--- src/rtl/dvrt_pkg.sv ---
// shared types and constants of the distance-vector route table
// used by dvrt_front, dvrt_engine, the top level and the checker
package dvrt_pkg;

    localparam logic [1:0] OP_ADVERT_ENTRY = 2'd0;
    localparam logic [1:0] OP_LOCAL_ROUTE  = 2'd1;
    localparam logic [1:0] OP_TICK         = 2'd2;
    localparam logic [1:0] OP_ADVERTISE    = 2'd3;

    localparam logic [2:0] KIND_DONE      = 3'd0;
    localparam logic [2:0] KIND_INSTALLED = 3'd1;
    localparam logic [2:0] KIND_IMPROVED  = 3'd2;
    localparam logic [2:0] KIND_REFRESHED = 3'd3;
    localparam logic [2:0] KIND_IGNORED   = 3'd4;
    localparam logic [2:0] KIND_FULL      = 3'd5;
    localparam logic [2:0] KIND_PURGED    = 3'd6;
    localparam logic [2:0] KIND_ADVERT    = 3'd7;

    localparam logic [1:0] REG_TTL_LIMIT    = 2'd0;
    localparam logic [1:0] REG_EXPIRE_TICKS = 2'd1;
    localparam logic [1:0] REG_SELF_ID      = 2'd2;
    localparam logic [1:0] REG_LOCAL_PORT   = 2'd3;

    localparam int RESULT_CAP = 64;
    localparam int CNT_W      = 7;

    typedef struct packed {
        logic [1:0]         op;
        logic [63:0]        route_key;
        logic [7:0]         adv_cost;
        logic [15:0]        neighbor_id;
        logic signed [8:0]  neighbor_port;
    } cmd_t;

    typedef struct packed {
        logic [7:0]         ttl_limit;
        logic [15:0]        expire_ticks;
        logic [15:0]        self_id;
        logic signed [8:0]  local_port;
    } cfg_t;

    typedef struct packed {
        logic [2:0]         kind;
        logic [63:0]        out_key;
        logic [7:0]         out_cost;
        logic signed [8:0]  out_port;
        logic [15:0]        out_next_hop;
        logic               last;
    } result_t;

    typedef struct packed {
        logic push;
        logic full;
        logic pop;
        logic avail;
    } q_ctrl_t;

endpackage

--- src/rtl/dvrt_front.sv ---
// front part: accepts input transactions into a two-entry command queue
// depends on dvrt_pkg
module dvrt_front
(
    input  logic            clk,
    input  logic            rst_n,
    input  logic            in_valid,
    output logic            in_ready,
    input  dvrt_pkg::cmd_t  in_cmd,
    input  logic            pop,
    output logic            avail,
    output dvrt_pkg::cmd_t  head
);

    dvrt_pkg::cmd_t slot_reg [2];
    logic       wr_ptr_reg;
    logic       rd_ptr_reg;
    logic [1:0] count_reg;
    logic [1:0] count_next;
    dvrt_pkg::q_ctrl_t ctl;

    always_comb
    begin
        ctl.full  = (count_reg == 2'd2);
        ctl.avail = (count_reg != 2'd0);
        ctl.push  = in_valid && !ctl.full;
        ctl.pop   = pop && ctl.avail;
        count_next = count_reg + {1'b0, ctl.push} - {1'b0, ctl.pop};
    end

    assign in_ready = !ctl.full;
    assign avail    = ctl.avail;
    assign head     = slot_reg[rd_ptr_reg];

    always_ff @(posedge clk or negedge rst_n)
    begin
        if (!rst_n)
        begin
            wr_ptr_reg <= 1'b0;
            rd_ptr_reg <= 1'b0;
            count_reg  <= 2'd0;
        end
        else
        begin
            if (ctl.push)
                wr_ptr_reg <= !wr_ptr_reg;
            if (ctl.pop)
                rd_ptr_reg <= !rd_ptr_reg;
            count_reg <= count_next;
        end
    end

    always_ff @(posedge clk)
    begin
        if (ctl.push)
            slot_reg[wr_ptr_reg] <= in_cmd;
    end

endmodule

--- config.mk ---
export PLATFORM = sky130hd
export DESIGN_NAME = dvrt_front
export DESIGN_NICKNAME = d
export VERILOG_FILES = /design/src/rtl/dvrt_pkg.sv /design/src/rtl/dvrt_front.sv
export SDC_FILE = /design/constraint.sdc
export NUM_CORES = 1
export LEC_CHECK = 0
export ABC_AREA = 1
export BUFFER_PORTS_ARGS = -buffer_cell sky130_fd_sc_hd__buf_2
export CORE_MARGIN = 2
export CORE_UTILIZATION = 38
export CTS_CLUSTER_SIZE = 10
export DETAILED_ROUTE_END_ITERATION = 8
export GPL_TIMING_DRIVEN = 0
export PLACE_DENSITY = 0.62
export SYNTH_ARGS = -nofsm -noshare
export SYNTH_HDL_FRONTEND = slang
export SYNTH_SLANG_ARGS = --single-unit
--- constraint.sdc ---
create_clock -name clk -period 10.9 [get_ports clk]
set_input_delay 0 -clock clk [delete_from_list [all_inputs] [get_ports clk]]
set_output_delay 0 -clock clk [all_outputs]
set_load 0.01 [all_outputs]
* Word-level counts from Yosys, hierarchy flattened
Memories as Yosys holds them, arrays and structs flattened.
Cells that the tools add are included.
** Storage, ports and cells
- Flip-flop bits (word level) :: 4
- Output and inout port bits :: 101
- Bits of input ports :: 103
- Bits in writable memories :: 198
- Memories :: 1
** Memories
- slot_reg :: words 2, bits a word 99, rd ports 1, clocked after Yosys merged registers in 0, wr ports 1, line dvrt_front.sv:15 : dvrt_pkg::cmd_t slot_reg [2];
** Cells by class
- Equality and inequality tests :: 1
- Reductions and logical operators :: 6
- Add/sub/neg operators :: 2
- Mux-type cells :: 2
** Operators with widths (number)
- logical NOT 1 bit :: 3
- adder 2 x 1 -> 2 bit :: 1
- equality test 2 bit (second input constant) :: 1
- logical AND 1 bit :: 2
- two-way mux 1 bit :: 2
- nonzero test 2 bit :: 1
- subtractor 2 x 1 -> 2 bit :: 1

* Longest topological paths before layout
- Word-level depth :: 5
- Mapped depth :: 12
- Gate-level depth less buffers :: 12

* Worst setup path after synthesis
OpenSTA, ideal clock, no wires.
- Path type :: flip-flop to flip-flop
- From :: reg count_reg[1]
- To :: mem slot_reg[1][0] (netlist bit) (enable)
- Stages on the path, launching flop included :: 4
- Arrival time :: 4841 ps
- Setup slack :: 5500 ps
- Required time :: 10341 ps
- Cells stage by stage :: dfrtp_1 nand2_1 nand2_1 nor2_1
** Between the ends
- Word-level cells in the longest chain between the ends :: 5
** RTL lines
- from (decl) :: line dvrt_front.sv:18 : logic [1:0] count_reg;
- from (signal assigned) :: line dvrt_front.sv:49 : count_reg <= count_next;
- equality test 2 bit :: line dvrt_front.sv:24 : ctl.full = (count_reg == 2'd2);
- logical NOT 1 bit
- via in_ready :: line dvrt_front.sv:8 : output logic in_ready,
- logical AND 1 bit :: line dvrt_front.sv:26 : ctl.push = in_valid && !ctl.full;
- two-way mux 1 bit :: line dvrt_front.sv:55 : if (ctl.push)
- two-way mux 1 bit (not written as such) :: line dvrt_front.sv:56 : slot_reg[wr_ptr_reg] <= in_cmd;
- to (decl) :: line dvrt_front.sv:15
The timed path passes the listed nets, and every way through them passes these cells.

* Worst setup path after layout
- From :: reg count_reg[1]
- To :: mem slot_reg[1][71] (netlist bit) (enable)
** Between the ends
- Word-level cells in the longest chain between the ends :: 5
** RTL lines (line)
- equality test 2 bit :: dvrt_front.sv:24
- logical NOT 1 bit :: dvrt_front.sv:26
- logical AND 1 bit :: dvrt_front.sv:26
- two-way mux 1 bit :: dvrt_front.sv:55
- two-way mux 1 bit (not written as such) :: dvrt_front.sv:56
Every way passes these cells.

==> out/results.txt <==
Port Buffers -> 203
TritonCTS clock tree -> yes
Final setup viols -> 0
Final worst-path cycle share -> 20.0%
Avg WL per Cell -> 14.1 um
Placer Congestion -> 0.736
Crit path max fanout -> 28
Final hold violations -> 0
IO Count -> 204
Syn Area/Cell -> 13.6 um^2
GRT Total Usage -> 15.4%
Number of clock sinks -> 202
Fmax -> 459 MHz
Cells after Synth -> 548
Antenna Cells -> 0
Global-route wire length before repair -> 24.7 mm
Yosys cell types -> 14
WL final -> 16.4 mm
HP Class -> input pin to flop
DRC -> 0
Clk buf depth -> 3
Leakage -> 4.57 nW
Die H -> 144 um
Via count -> 5,063
Num rows -> 51
Post-CTS sizing -> 0
First-pass DRT Iterations -> 5
Fraction of layout instances using a drive strength above 1 -> 28.9%
Yosys reg bits -> 202
Largest net degree at the start of global routing -> 31
Worst skew pair latency -> 0.50 ns
CP arrival -> 2.37 ns
Core footprint -> 0.0193 mm^2
Initial antenna violation count -> 0
RSZ-0062 raised after global routing -> false
Clock Pin Slew Worst Setup and Hold Paths -> 0.05 ns
Initial Util -> 38.5%
Largest register FFs -> 198
Final-report max-slew violation count -> 0
Status -> complete, no violations
CP startpoint kind -> flop
Crit path kind -> flop to flop
Die Width -> 144 um
Post-synth net total -> 652
Slew @ Worst Pin -> 0.813 ns
Num CTS Buffers -> 24
Nets@finish -> 990
Max Cap Viol -> 0
Worst Path Required -> 11.10 ns
Post-Syn Area -> 0.00744 mm^2
Slew Limit Headroom -> 45.7%
Ys Warns -> 0
Peak VDD IR -> 166 uV
Total grt overflow -> 0
Post-CTS Setup Inserts -> 0
Starting DRT DRC Count -> 211
Area growth syn-to-layout -> 42.8%
WHS -> 0.222 ns
Clock Skews -> 0.0164 ns
Fillers -> 1,607
Via-per-instance ratio -> 4.36
Hpwl dp -> 10.2 mm
Endpoint class of the critical path -> flop
Die area -> 0.0207 mm^2
Vias in the first global route -> 5,136
Final ANT Viol Nets -> 0
Clock root cell -> clkbuf_16
Setup TNS -> 0 ns
Tmin final -> 2.18 ns
Power per Cell Area -> 254 mW/mm^2
H-tree Lvls -> 1
# hold bufs at CTS -> 103
Seq/Total Area, Yosys -> 81.3%
## per-stage QoR
stage / cell area (um^2) / setup WS (ns) / std cells / util (%) / power, W
after floorplan: 7440 / 5.50 / 548 / - / 0.00163
after global placement: 8780 / 2.93 / 1016 / 45.4 / 0.00202
after detailed placement: 8920 / 8.69 / 1022 / 46.1 / 0.00201
after CTS: 10600 / 8.68 / 1162 / 54.9 / 0.00274
after global routing: 10600 / 8.56 / 1162 / 54.9 / 0.00288
final: 10600 / 8.72 / 1162 / 54.9 / 0.00270
## final cells by class
cell class / count / area, um^2 / share of cell area [%]
Buffer: 21 / 150 / 1.41
Clock buffer: 36 / 667 / 6.28
Clock inverter: 1 / 5.00 / 0.0471
Inverter: 8 / 32.5 / 0.306
Multi-Input combinational cell: 317 / 1220 / 11.5
Sequential cell: 202 / 6050 / 56.9
Tap cell: 265 / 332 / 3.12
Timing Repair Buffer: 312 / 2170 / 20.4
## cell usage in the layout, fill, tap and decap left out, drive strengths merged
cell,Yosys,layout
buf,21,230
edfxtp,198,198
clkinv,0,1
xor2,1,1
dlygate4sd3,0,103
o21ai,1,1
ha,1,1
dfrtp,4,4
nand2,306,306
nor2,5,5
a21oi,1,1
clkbuf,0,36
nand3,2,2
inv,8,8
## kinds of logic after synthesis
group                    synth area share, %
AND/OR/NAND/NOR                         15.8
flip-flops                              81.3
buffers and inverters                   2.46
AO/OA/AOI/OAI                          0.134
XOR/XNOR                               0.118
adder cells (fa/ha/maj)                0.168
## cells in the mapped netlist, drive strengths merged
library cell	instances	area share (%)
a21oi	1	0.067
buf	21	2.0
dfrtp	4	1.3
edfxtp	198	80
ha	1	0.17
inv	8	0.44
nand2	306	15
nand3	2	0.13
nor2	5	0.25
o21ai	1	0.067
xor2	1	0.12
## worst max-delay path, cell delays in order (launching register included)
cell     delay [ns]
dfrtp_1        0.42
nand2_1        0.14
nand2_1        0.17
nor2_4         0.61
buf_12         0.29
buf_12         0.22
## where the power goes
group          leakage [nW]  internal [W]  switching, W
Combinational          2.36      0.000335      0.000575
Sequential             1.89       0.00106     0.0000393
Clock                 0.325      0.000415      0.000275
## per-layer routing
metal / global-route usage, % / routed length, um / vias up
met5: 0 / 0 / -
met4: 5.37 / 461 / 0
met3: 4.43 / 1270 / 31
met2: 27.1 / 8000 / 158
met1: 18.1 / 6650 / 2346
li1: - / - / 2528
## worst paths after layout
kind,cells past startpoint,start,endpoint,slack (ns)
worst max-delay path,5,count_reg[1],slot_reg[1][71],8.72
min in group asynchronous,3,rst_n,rd_ptr_reg,0.42
worst max register to register,5,count_reg[1],slot_reg[1][71],8.72
max in group asynchronous,3,rst_n,wr_ptr_reg,10.29
worst min-delay path,2,in_cmd[5],slot_reg[1][5],0.22
worst min register to register,1,count_reg[0],count_reg[0],0.56
No activity file was read; power rests on OpenSTA's default activity.
